==> src/tdfsm_pkg.sv <==
// ----------------------------------------------------------------------------
// tdfsm_pkg
// Shared types, codes and constants of the table-driven state machine engine.
// ----------------------------------------------------------------------------
package tdfsm_pkg;

  localparam int NUM_STATES_DEF      = 16;
  localparam int NUM_TRANSITIONS_DEF = 32;
  localparam int NUM_CONDITIONS_DEF  = 16;
  localparam int ACTION_BITS_DEF     = 8;

  // item modes
  localparam logic [2:0] MODE_LOAD_STATE = 3'd0;
  localparam logic [2:0] MODE_LOAD_TRANS = 3'd1;
  localparam logic [2:0] MODE_START      = 3'd2;
  localparam logic [2:0] MODE_TICK       = 3'd3;
  localparam logic [2:0] MODE_EVENT      = 3'd4;
  localparam logic [2:0] MODE_SET_COND   = 3'd5;

  // trigger kinds
  localparam logic [1:0] TRIG_EVENT   = 2'd0;
  localparam logic [1:0] TRIG_COND    = 2'd1;
  localparam logic [1:0] TRIG_TIMEOUT = 2'd2;

  // action kinds
  localparam logic [1:0] ACT_EXIT   = 2'd0;
  localparam logic [1:0] ACT_ENTER  = 2'd1;
  localparam logic [1:0] ACT_UPDATE = 2'd2;

  // error codes
  localparam logic [1:0] ERR_OK          = 2'd0;
  localparam logic [1:0] ERR_NOT_STARTED = 2'd1;
  localparam logic [1:0] ERR_NOT_CONFIG  = 2'd2;

  // configuration register indexes
  localparam logic [1:0] REG_INITIAL_STATE    = 2'd0;
  localparam logic [1:0] REG_STATE_COUNT      = 2'd1;
  localparam logic [1:0] REG_TRANSITION_COUNT = 2'd2;

  typedef struct packed {
    logic [2:0]  mode;
    logic [4:0]  entry_index;
    logic [3:0]  from_state;
    logic [3:0]  to_state;
    logic [1:0]  trigger_kind;
    logic [31:0] trigger_value;
    logic [7:0]  enter_code;
    logic [7:0]  update_code;
    logic [7:0]  exit_code;
    logic        flag;
    logic [15:0] elapsed_ticks;
    logic [7:0]  signal_id;
  } in_item_t;

  typedef struct packed {
    logic        action_valid;
    logic [7:0]  action_code;
    logic [1:0]  action_kind;
    logic [3:0]  current_state_out;
    logic [31:0] time_in_state_out;
    logic        done_res;
    logic [1:0]  error_code;
    logic        last;
  } out_item_t;

  typedef enum logic [2:0] {
    CS_IDLE,
    CS_PREP,
    CS_SCAN,
    CS_FIRE_EXIT,
    CS_FIRE_ENTER,
    CS_UPDATE,
    CS_EMIT
  } ctl_state_t;

  // controller to datapath
  typedef struct packed {
    logic accept;      // latch input word and apply immediate effects
    logic scan_start;  // clear scan index
    logic scan_step;   // advance scan index
    logic fire;        // move to matched target
    logic push_exit;
    logic push_enter;
    logic push_update;
    logic pop;         // result word taken
  } dp_cmd_t;

  // datapath to controller
  typedef struct packed {
    logic       scan_active; // item needs a table scan
    logic       scan_end;    // index reached count
    logic       hit;         // current entry matches
    logic       is_tick;
    logic       is_start;    // start word that entered the initial state
    logic       queue_empty;
    logic       queue_one;   // exactly one word left
  } dp_sts_t;

endpackage

==> src/tdfsm_datapath.sv <==
// ----------------------------------------------------------------------------
// tdfsm_datapath
// Tables, machine state, scan index and result queue of the engine.
// ----------------------------------------------------------------------------
module tdfsm_datapath #(
  parameter int NUM_STATES      = tdfsm_pkg::NUM_STATES_DEF,
  parameter int NUM_TRANSITIONS = tdfsm_pkg::NUM_TRANSITIONS_DEF,
  parameter int NUM_CONDITIONS  = tdfsm_pkg::NUM_CONDITIONS_DEF,
  parameter int ACTION_BITS     = tdfsm_pkg::ACTION_BITS_DEF
) (
  input  logic                clk,
  input  logic                rst,
  input  tdfsm_pkg::in_item_t in_word,
  input  logic                cfg_we,
  input  logic [1:0]          cfg_index,
  input  logic [31:0]         cfg_data,
  input  tdfsm_pkg::dp_cmd_t  cmd,
  output tdfsm_pkg::dp_sts_t  sts,
  output tdfsm_pkg::out_item_t out_word
);

  localparam int SW = (NUM_STATES > 1) ? $clog2(NUM_STATES) : 1;
  localparam int TW = (NUM_TRANSITIONS > 1) ? $clog2(NUM_TRANSITIONS) : 1;
  localparam int CW = (NUM_CONDITIONS > 1) ? $clog2(NUM_CONDITIONS) : 1;
  localparam int SCW = $clog2(NUM_STATES + 1);
  localparam int TCW = $clog2(NUM_TRANSITIONS + 1);
  localparam int STW = 3 * ACTION_BITS + 1;

  // state table entry: enter, update, exit, terminal
  logic [STW-1:0] st_mem [NUM_STATES];
  // transition table entry: src, dst, kind, value
  logic [41:0]    tr_mem [NUM_TRANSITIONS];
  logic [41:0]    tr_rd;

  logic [NUM_CONDITIONS-1:0] cond;
  logic [3:0]  cur;
  logic [31:0] tcount;
  logic        running;
  logic [3:0]  init_state;
  logic [4:0]  state_count;
  logic [5:0]  trans_count;
  logic [1:0]  err;
  logic [2:0]  mode;
  logic [7:0]  sig;
  logic [TCW-1:0] scan_idx;
  logic [3:0]  hit_dst;

  // result queue of at most three action words
  logic [7:0]  q_code [3];
  logic [1:0]  q_kind [3];
  logic [1:0]  q_cnt;
  logic [1:0]  q_rd;

  logic [SCW-1:0] st_used;
  logic [TCW-1:0] tr_used;
  logic        cur_in_use;
  logic [STW-1:0] cur_entry;
  logic [7:0]  enter_c, update_c, exit_c;
  logic        term;
  logic        tick_go, event_go;
  logic [3:0]  t_src, t_dst;
  logic [1:0]  t_kind;
  logic [31:0] t_val;
  logic [32:0] tsum;

  // saturated counts
  always_comb begin
    if ({27'd0, state_count} > NUM_STATES) st_used = SCW'(NUM_STATES);
    else st_used = SCW'(state_count);
    if ({26'd0, trans_count} > NUM_TRANSITIONS) tr_used = TCW'(NUM_TRANSITIONS);
    else tr_used = TCW'(trans_count);
  end

  // current state entry
  always_comb begin
    cur_in_use = ({28'd0, cur} < 32'(st_used));
    cur_entry  = st_mem[SW'(cur)];
    enter_c    = 8'(cur_entry[STW-1 -: ACTION_BITS]);
    update_c   = 8'(cur_entry[STW-1-ACTION_BITS -: ACTION_BITS]);
    exit_c     = 8'(cur_entry[ACTION_BITS:1]);
    term       = cur_entry[0];
  end

  // transition entry under scan
  always_comb begin
    t_src  = tr_rd[41:38];
    t_dst  = tr_rd[37:34];
    t_kind = tr_rd[33:32];
    t_val  = tr_rd[31:0];
    tick_go = 1'b0;
    if (t_kind == tdfsm_pkg::TRIG_COND)
      tick_go = (t_val < 32'(NUM_CONDITIONS)) && cond[CW'(t_val)];
    else if (t_kind == tdfsm_pkg::TRIG_TIMEOUT)
      tick_go = (t_val != 32'd0) && (tcount >= t_val);
    event_go = (t_kind == tdfsm_pkg::TRIG_EVENT) && (t_val == {24'd0, sig});
  end

  assign tsum = {1'b0, tcount} + {17'd0, in_word.elapsed_ticks};

  always_comb begin
    sts.is_tick     = (mode == tdfsm_pkg::MODE_TICK);
    sts.is_start    = (mode == tdfsm_pkg::MODE_START) && (err == tdfsm_pkg::ERR_OK);
    sts.scan_active = running && (err == tdfsm_pkg::ERR_OK) &&
                      (mode == tdfsm_pkg::MODE_TICK || mode == tdfsm_pkg::MODE_EVENT);
    sts.scan_end    = (scan_idx >= tr_used);
    sts.hit         = (t_src == cur) &&
                      ((mode == tdfsm_pkg::MODE_TICK) ? tick_go : event_go);
    sts.queue_empty = (q_cnt == q_rd);
    sts.queue_one   = (q_cnt == q_rd + 2'd1);
  end

  // table memories
  always_ff @(posedge clk) begin
    if (cmd.accept && in_word.mode == tdfsm_pkg::MODE_LOAD_STATE &&
        {27'd0, in_word.entry_index} < NUM_STATES)
      st_mem[SW'(in_word.entry_index)] <= {ACTION_BITS'(in_word.enter_code),
        ACTION_BITS'(in_word.update_code), ACTION_BITS'(in_word.exit_code), in_word.flag};
    if (cmd.accept && in_word.mode == tdfsm_pkg::MODE_LOAD_TRANS &&
        {27'd0, in_word.entry_index} < NUM_TRANSITIONS)
      tr_mem[TW'(in_word.entry_index)] <= {in_word.from_state, in_word.to_state,
        in_word.trigger_kind, in_word.trigger_value};
    tr_rd <= tr_mem[TW'(cmd.scan_start ? '0 : (cmd.scan_step ? scan_idx + 1'b1 : scan_idx))];
  end

  // machine state and registers
  always_ff @(posedge clk) begin
    if (rst) begin
      cond <= '0; cur <= '0; tcount <= '0; running <= 1'b0;
      init_state <= '0; state_count <= '0; trans_count <= '0;
      err <= tdfsm_pkg::ERR_OK; mode <= '0; sig <= '0; scan_idx <= '0;
      q_cnt <= '0; q_rd <= '0; hit_dst <= '0;
    end else begin
      if (cfg_we) begin
        case (cfg_index)
          tdfsm_pkg::REG_INITIAL_STATE: begin
            init_state <= cfg_data[3:0]; running <= 1'b0;
          end
          tdfsm_pkg::REG_STATE_COUNT: begin
            state_count <= cfg_data[4:0]; running <= 1'b0;
          end
          tdfsm_pkg::REG_TRANSITION_COUNT: begin
            trans_count <= cfg_data[5:0]; running <= 1'b0;
          end
          default: ;
        endcase
      end
      if (cmd.accept) begin
        mode  <= in_word.mode;
        sig   <= in_word.signal_id;
        err   <= tdfsm_pkg::ERR_OK;
        q_cnt <= '0;
        q_rd  <= '0;
        case (in_word.mode)
          tdfsm_pkg::MODE_START: begin
            if (state_count == 5'd0) err <= tdfsm_pkg::ERR_NOT_CONFIG;
            else begin
              cur <= init_state; tcount <= '0; running <= 1'b1;
            end
          end
          tdfsm_pkg::MODE_TICK: begin
            if (!running) err <= tdfsm_pkg::ERR_NOT_STARTED;
            else tcount <= tsum[32] ? 32'hFFFF_FFFF : tsum[31:0];
          end
          tdfsm_pkg::MODE_EVENT: begin
            if (!running) err <= tdfsm_pkg::ERR_NOT_STARTED;
          end
          tdfsm_pkg::MODE_SET_COND: begin
            if ({24'd0, in_word.signal_id} < NUM_CONDITIONS)
              cond[CW'(in_word.signal_id)] <= in_word.flag;
          end
          default: ;
        endcase
      end
      if (cmd.scan_start) scan_idx <= '0;
      else if (cmd.scan_step) scan_idx <= scan_idx + 1'b1;
      if (sts.hit) hit_dst <= t_dst;
      if (cmd.fire) begin
        cur <= hit_dst; tcount <= '0;
      end
      if (cmd.push_exit || cmd.push_enter || cmd.push_update) begin
        if (cur_in_use && q_cnt != 2'd3) begin
          if (cmd.push_exit && exit_c != 8'd0) begin
            q_code[q_cnt] <= exit_c; q_kind[q_cnt] <= tdfsm_pkg::ACT_EXIT;
            q_cnt <= q_cnt + 2'd1;
          end
          if (cmd.push_enter && enter_c != 8'd0) begin
            q_code[q_cnt] <= enter_c; q_kind[q_cnt] <= tdfsm_pkg::ACT_ENTER;
            q_cnt <= q_cnt + 2'd1;
          end
          if (cmd.push_update && update_c != 8'd0) begin
            q_code[q_cnt] <= update_c; q_kind[q_cnt] <= tdfsm_pkg::ACT_UPDATE;
            q_cnt <= q_cnt + 2'd1;
          end
        end
      end
      if (cmd.pop && !sts.queue_empty) q_rd <= q_rd + 2'd1;
    end
  end

  // result word
  always_comb begin
    out_word.action_valid      = !sts.queue_empty;
    out_word.action_code       = sts.queue_empty ? 8'd0 : q_code[q_rd];
    out_word.action_kind       = sts.queue_empty ? tdfsm_pkg::ACT_EXIT : q_kind[q_rd];
    out_word.current_state_out = cur;
    out_word.time_in_state_out = tcount;
    out_word.done_res          = running && cur_in_use && term;
    out_word.error_code        = err;
    out_word.last              = sts.queue_empty || sts.queue_one;
  end

endmodule

==> src/tdfsm_ctrl.sv <==
// ----------------------------------------------------------------------------
// tdfsm_ctrl
// Sequencer: accepts a word, scans transitions, queues actions, emits results.
// ----------------------------------------------------------------------------
module tdfsm_ctrl (
  input  logic               clk,
  input  logic               rst,
  input  logic               in_valid,
  output logic               in_ready,
  output logic               out_valid,
  input  logic               out_ready,
  output logic               busy,
  input  tdfsm_pkg::dp_sts_t sts,
  output tdfsm_pkg::dp_cmd_t cmd
);

  tdfsm_pkg::ctl_state_t state, state_next;

  // state register
  always_ff @(posedge clk) begin
    if (rst) state <= tdfsm_pkg::CS_IDLE;
    else state <= state_next;
  end

  // next state and commands
  always_comb begin
    state_next = state;
    cmd        = '0;
    in_ready   = 1'b0;
    out_valid  = 1'b0;
    busy       = (state != tdfsm_pkg::CS_IDLE);
    case (state)
      tdfsm_pkg::CS_IDLE: begin
        in_ready = 1'b1;
        if (in_valid) begin
          cmd.accept = 1'b1;
          state_next = tdfsm_pkg::CS_PREP;
        end
      end
      tdfsm_pkg::CS_PREP: begin
        // start pushes its enter action here
        cmd.scan_start = 1'b1;
        cmd.push_enter = sts.is_start;
        state_next = sts.scan_active ? tdfsm_pkg::CS_SCAN : tdfsm_pkg::CS_EMIT;
      end
      tdfsm_pkg::CS_SCAN: begin
        if (sts.scan_end) begin
          state_next = sts.is_tick ? tdfsm_pkg::CS_UPDATE : tdfsm_pkg::CS_EMIT;
        end else if (sts.hit) begin
          state_next = tdfsm_pkg::CS_FIRE_EXIT;
        end else begin
          cmd.scan_step = 1'b1;
        end
      end
      tdfsm_pkg::CS_FIRE_EXIT: begin
        cmd.push_exit = 1'b1;
        cmd.fire      = 1'b1;
        state_next    = tdfsm_pkg::CS_FIRE_ENTER;
      end
      tdfsm_pkg::CS_FIRE_ENTER: begin
        cmd.push_enter = 1'b1;
        state_next = sts.is_tick ? tdfsm_pkg::CS_UPDATE : tdfsm_pkg::CS_EMIT;
      end
      tdfsm_pkg::CS_UPDATE: begin
        cmd.push_update = 1'b1;
        state_next = tdfsm_pkg::CS_EMIT;
      end
      tdfsm_pkg::CS_EMIT: begin
        out_valid = 1'b1;
        if (out_ready) begin
          cmd.pop = 1'b1;
          if (sts.queue_empty || sts.queue_one) state_next = tdfsm_pkg::CS_IDLE;
        end
      end
      default: state_next = tdfsm_pkg::CS_IDLE;
    endcase
  end

endmodule

==> src/table_driven_fsm_engine.sv <==
// ----------------------------------------------------------------------------
// table_driven_fsm_engine
// Programmable table-driven state machine with loadable state and transition
// tables, condition flags and a saturating time-in-state counter.
// ----------------------------------------------------------------------------
// An item is accepted and passes a set-up state. For tick and event words the
// sequencer then examines transition entries up to the first match and queues
// the actions. Result words (one to three) are delivered as the output takes
// them. The scan is bounded by the single read port of the transition table,
// which the sequencer walks one entry a cycle. A new word is taken once the last
// result word of the previous one has left.
module table_driven_fsm_engine #(
  parameter int NUM_STATES      = tdfsm_pkg::NUM_STATES_DEF,
  parameter int NUM_TRANSITIONS = tdfsm_pkg::NUM_TRANSITIONS_DEF,
  parameter int NUM_CONDITIONS  = tdfsm_pkg::NUM_CONDITIONS_DEF,
  parameter int ACTION_BITS     = tdfsm_pkg::ACTION_BITS_DEF
) (
  input  logic                 clk,
  input  logic                 rst,
  input  logic                 in_valid,
  output logic                 in_ready,
  input  tdfsm_pkg::in_item_t  in_data,
  output logic                 out_valid,
  input  logic                 out_ready,
  output tdfsm_pkg::out_item_t out_data,
  input  logic                 cfg_valid,
  output logic                 cfg_ready,
  input  logic [1:0]           cfg_index,
  input  logic [31:0]          cfg_data
);

  tdfsm_pkg::dp_cmd_t cmd;
  tdfsm_pkg::dp_sts_t sts;
  logic busy;

  assign cfg_ready = 1'b1;

  tdfsm_ctrl u_ctrl (
    .clk, .rst, .in_valid, .in_ready, .out_valid, .out_ready,
    .busy, .sts, .cmd
  );

  tdfsm_datapath #(
    .NUM_STATES(NUM_STATES), .NUM_TRANSITIONS(NUM_TRANSITIONS),
    .NUM_CONDITIONS(NUM_CONDITIONS), .ACTION_BITS(ACTION_BITS)
  ) u_dp (
    .clk, .rst, .in_word(in_data), .cfg_we(cfg_valid & cfg_ready),
    .cfg_index, .cfg_data, .cmd, .sts, .out_word(out_data)
  );

  // input and output never handshake in the same cycle
  a_excl: assert property (@(posedge clk) disable iff (rst)
    !(in_ready && out_valid)) else $error("input and output both open");

  // an accepted word always leads through set-up
  a_prep: assert property (@(posedge clk) disable iff (rst)
    (in_valid && in_ready) |=> busy && !out_valid)
    else $error("accept not followed by processing");

  // a delivered last word frees the input side
  a_last: assert property (@(posedge clk) disable iff (rst)
    (out_valid && out_ready && out_data.last) |=> in_ready)
    else $error("input not reopened after last word");

endmodule

==> config.mk <==
export PLATFORM = sky130hd
export DESIGN_NAME = table_driven_fsm_engine
export DESIGN_NICKNAME = d
export VERILOG_FILES = /design/src/tdfsm_pkg.sv /design/src/tdfsm_datapath.sv /design/src/tdfsm_ctrl.sv /design/src/table_driven_fsm_engine.sv
export SDC_FILE = /design/constraint.sdc
export NUM_CORES = 2
export LEC_CHECK = 0
export BUFFER_PORTS_ARGS = -buffer_cell sky130_fd_sc_hd__buf_2
export CAP_MARGIN = 20
export CORE_AREA = 2 2 251 500
export DETAILED_ROUTE_END_ITERATION = 6
export DIE_AREA = 0 0 253 502
export GPL_TIMING_DRIVEN = 0
export MAX_ROUTING_LAYER = met4
export PLACE_DENSITY = 0.75
export REMOVE_ABC_BUFFERS = 1
export SLEW_MARGIN = 40
export SYNTH_ARGS = -nofsm -noshare
export SYNTH_HDL_FRONTEND = slang
export SYNTH_HIERARCHICAL = 1
export SYNTH_SLANG_ARGS = --single-unit
==> constraint.sdc <==
create_clock -name clk -period 5.7 [get_ports clk]
set_input_delay 0.285 -clock clk [delete_from_list [all_inputs] [get_ports clk]]
set_output_delay 0.285 -clock clk [all_outputs]
set_load 0.1 [all_outputs]
==> impl_metrics.json <==
{
  "avgRoutedWirePerCell_um": 34.6,
  "hold_viol": 0,
  "seqPwrFrac_pct": 54.2,
  "clkTransAtPathRegs_ns": 0.07,
  "setup_viol": 0,
  "fin_total_pwr_mw": 28.7,
  "status": "complete, no violations",
  "slowest_delay_ns": 0.51,
  "p_sw_mw": 6.29,
  "clockBufferDepth": 3,
  "synth_ff_type": "edfxtp_1",
  "netlist_instances": 4145,
  "p_comb_share_pct": 7.5,
  "nets": 4826,
  "drc": 0,
  "cts-root-buf": "clkbuf_16",
  "postSynth.asyncResetShare_pct": 0,
  "r2r-start": "u_dp/tr_rd[31]",
  "maxCapViolCount": 0,
  "routed_wl_um": 219000,
  "startpoint_type": "register",
  "layout_commonest_cell": "edfxtp_1",
  "worstSetupPathType": "reg2reg",
  "gp_congestion": 0.876,
  "grt_start_max_net_pins": 72,
  "reg2reg_slack_ns": 0.15,
  "dieHeight_um": 502,
  "finalCritPeriodShare_pct": 97.3,
  "grt_pass1_vias": 44800,
  "clk_latency_ns": 0.80,
  "leakage_nw": 29.5,
  "place_inst": 5931,
  "antenna_found_initial": 17,
  "tritoncts": "yes",
  "yosys_warnings": 6,
  "path_buf_inv": 8,
  "avgSynthCellArea_um2": 18.3,
  "cts_buffers": 154,
  "worst_pin_slew_ns": 1.01,
  "grtUsageTotal_pct": 36.1,
  "io_pins": 192,
  "firstDrtPassIters": 6,
  "cp_top_family": "simple AND/OR/NAND/NOR gates",
  "hold_path_end": "u_dp/state_count[4]",
  "switching_share_pct": 21.9,
  "slew_violations": 0,
  "synth_cell_types": 81,
  "synth-edff-count": 1774,
  "fin_cells": 6340,
  "grt_pass1_wl_um": 311000,
  "vias": 44000,
  "skew_ns": 0.0232,
  "cp_common_cell": "buf_16",
  "r2r-end": "u_dp/tr_rd[27]",
  "hp-start": "rst",
  "dp_hpwl_um": 138000,
  "most-common-layout-cells": "edfxtp_1 (1,774), nand2_1 (479), mux4_2 (442), nand3_1 (235), buf_2 (174)",
  "vdd_ir_drop_max_mv": 0.246,
  "start_util_pct": 61.6,
  "critPathMaxFanout": 11,
  "drtIter0Drc": 5527,
  "synth-seq-cells": 1920,
  "p_int_mw": 22.4,
  "row_count": 182,
  "coreArea_um2": 123000,
  "path_cells": "nor4_2, nand4_1, nor2_1, a31oi_1, o2111ai_1, o211ai_1, nor2_1, nor2_2, nor3_4, xnor2_1, nor2_4, buf_16, buf_16, buf_16, buf_16, buf_16, buf_16, buf_16, mux4_2, nand2_1, nand3_1, nand2_1, o21ai_2, buf_4",
  "cp_data_required_time_ns": 6.38,
  "final_antenna_net_count": 0,
  "slowest_stage": "mux4_2",
  "fin_crit_ns": 5.55,
  "fill_cells": 6553,
  "min_path_type": "in2reg",
  "drive_gt1_share_pct": 26.3,
  "cts_sinks": 1920,
  "vias_per_cell": 6.94,
  "timing.fmax_mhz": 180,
  "cts_max_level": 4,
  "grt_overflow": 0,
  "syn2layout_area_growth_pct": 19.3,
  "netlist_area_um2": 75700,
  "yosysSeqAreaShare_pct": 74.2,
  "relSlewSlack_pct": 32.1,
  "portBuffers": 164,
  "die_w_um": 253,
  "die-area_um2": 127000,
  "cp-end-kind": "register",
  "hold_depth": 2,
  "rr_worst_depth": 24,
  "power-per-cell-area_nw_per_um2": 318,
  "arrival_ns": 6.22,
  "p_clk_share_pct": 38.3
}
## sequential cells by signal, indices dropped and copies added (netlist names), 3 cells and up, named ones only
register,flops
u_dp/tr_rd,42
u_dp/scan_idx,6
u_dp/state_count,5
u_dp/mode,3
u_dp/tcount,32
u_dp/hit_dst,4
u_dp/sig,8
u_dp/tr_mem,1344
u_dp/cur,4
u_dp/q_kind,6
u_dp/init_state,4
u_dp/cond,16
u_dp/trans_count,6
u_dp/st_mem,400
u_ctrl/state,3
u_dp/q_code,24
## cell families (layout without fill, tap and decap cells)
| logic type | Yosys count | count (layout) | share of synthesized area [%] |
|---|---|---|---|
| other cells | 1 | 27 | 0.00495 |
| compound gates | 317 | 317 | 2.77 |
| xor+xnor | 28 | 28 | 0.324 |
| simple gates | 1038 | 1038 | 6.10 |
| mux | 503 | 503 | 14.0 |
| flops | 1920 | 1920 | 74.2 |
| buf+inv | 275 | 880 | 1.55 |
| fa+ha+maj | 63 | 63 | 1.05 |
## routing by layer
layer	routed length, um	track usage, %	share of wire, %
met5	0	-	0
met4	19700	27.1	9.0
met3	21300	7.72	9.7
met2	111000	58.3	50
met1	67700	39.4	31
## power by group through the flow
stage | Clock, mW | Combinational (mW) | Sequential, mW
5_1_grt | 11.5 | 2.28 | 15.5
3_3_place_gp | 0 | 1.83 | 15.8
6_report | 11.0 | 2.15 | 15.5
4_1_cts | 11.1 | 2.14 | 15.5
2_1_floorplan | 0 | 1.62 | 15.8
3_5_place_dp | 0 | 2.03 | 15.8
## worst register-to-register path: stages (launching register included)
cell and delay, ns:
dfxtp_1 0.46, nor4_2 0.50, nand4_1 0.40, nor2_1 0.23
a31oi_1 0.16, o2111ai_1 0.15, o211ai_1 0.17, nor2_1 0.16
nor2_2 0.09, nor3_4 0.26, xnor2_1 0.20, nor2_4 0.23
buf_16 0.20, buf_16 0.18, buf_16 0.19, buf_16 0.18
buf_16 0.18, buf_16 0.18, buf_16 0.17, mux4_2 0.52
nand2_1 0.09, nand3_1 0.10, nand2_1 0.16, o21ai_2 0.07
buf_4 0.20
## through the flow
step | area [um2] | setup TNS [ns] | worst slack [ns] | hold WS (ns) | util (%)
after floorplan | 74800 | -1086.35 | -24.75 | 0.353 | -
after global placement | 77500 | -5336.47 | -38.78 | 0.450 | 63.1
after detailed placement | 84100 | -19.13 | -1.03 | 0.465 | 68.4
after CTS | 90200 | 0 | 0.0185 | 0.00880 | 73.3
after global routing | 90300 | -0.503 | -0.123 | 0.0661 | 73.4
final | 90300 | 0 | 0.153 | 0.00980 | 73.4
## area by class of cell
| class | count | area [um2] | area share (%) |
|---|---|---|---|
| repair buffers | 537 | 7790 | 8.63 |
| inverters | 62 | 233 | 0.258 |
| multi-input cells | 1950 | 18900 | 21.0 |
| diodes | 26 | 65.1 | 0.0720 |
| clock inverters | 94 | 935 | 1.04 |
| clock buffers | 187 | 4170 | 4.61 |
| flip-flops and latches | 1920 | 56200 | 62.2 |
| well taps | 1564 | 1960 | 2.17 |
## synthesized netlist by cell type, drive strengths merged (10+ instances only)
master / instances / area share (%)
edfxtp: 1774 / 70
nand2: 480 / 2.4
mux4: 442 / 13
nand3: 236 / 1.6
nor2: 172 / 0.85
dfxtp: 146 / 3.9
clkbuf: 134 / 0.66
o21ai: 91 / 0.60
buf: 79 / 0.58
a21oi: 70 / 0.46
ha: 62 / 1.0
inv: 61 / 0.30
mux2i: 53 / 0.70
a21o: 25 / 0.25
nor3: 25 / 0.19
a22o: 20 / 0.23
nor4: 18 / 0.15
a221oi: 17 / 0.20
a22oi: 17 / 0.17
nand4: 17 / 0.14
xnor2: 17 / 0.20
and2: 11 / 0.093
nand2b: 11 / 0.091
nand3b: 11 / 0.11
xor2: 11 / 0.13
nor2b: 10 / 0.083
nor3b: 10 / 0.099
or2: 10 / 0.083
## worst max-delay path by stage
| stage | start | to | slack, ns | cells past startpoint |
|---|---|---|---|---|
| after floorplan | u_dp/tcount[6] | u_dp/tr_rd[0] | -24.75 | 17 |
| final | u_dp/tr_rd[31] | u_dp/tr_rd[27] | 0.15 | 24 |
| after detailed placement | u_dp/tr_rd[14] | u_dp/tr_rd[36] | -1.03 | 23 |
| after global placement | u_dp/tr_rd[14] | u_dp/tr_rd[11] | -38.78 | 17 |
| after CTS | u_dp/tr_rd[13] | u_dp/tr_rd[27] | 0.02 | 26 |
| after global routing | u_dp/tr_rd[19] | u_dp/tr_rd[14] | -0.12 | 23 |
## what timing repair did
| item | 4_1_cts | 5_1_grt |
|---|---|---|
| gates resized for setup | 8 | 4 |
| setup endpoints to repair | 41 | 19 |
| pin swaps | 4 | 5 |
| hold endpoints to repair | 1778 | 0 |
| hold buffers | 95 | 0 |
| setup buffers | 2 | 5 |
(Power assumes the default switching activity.)
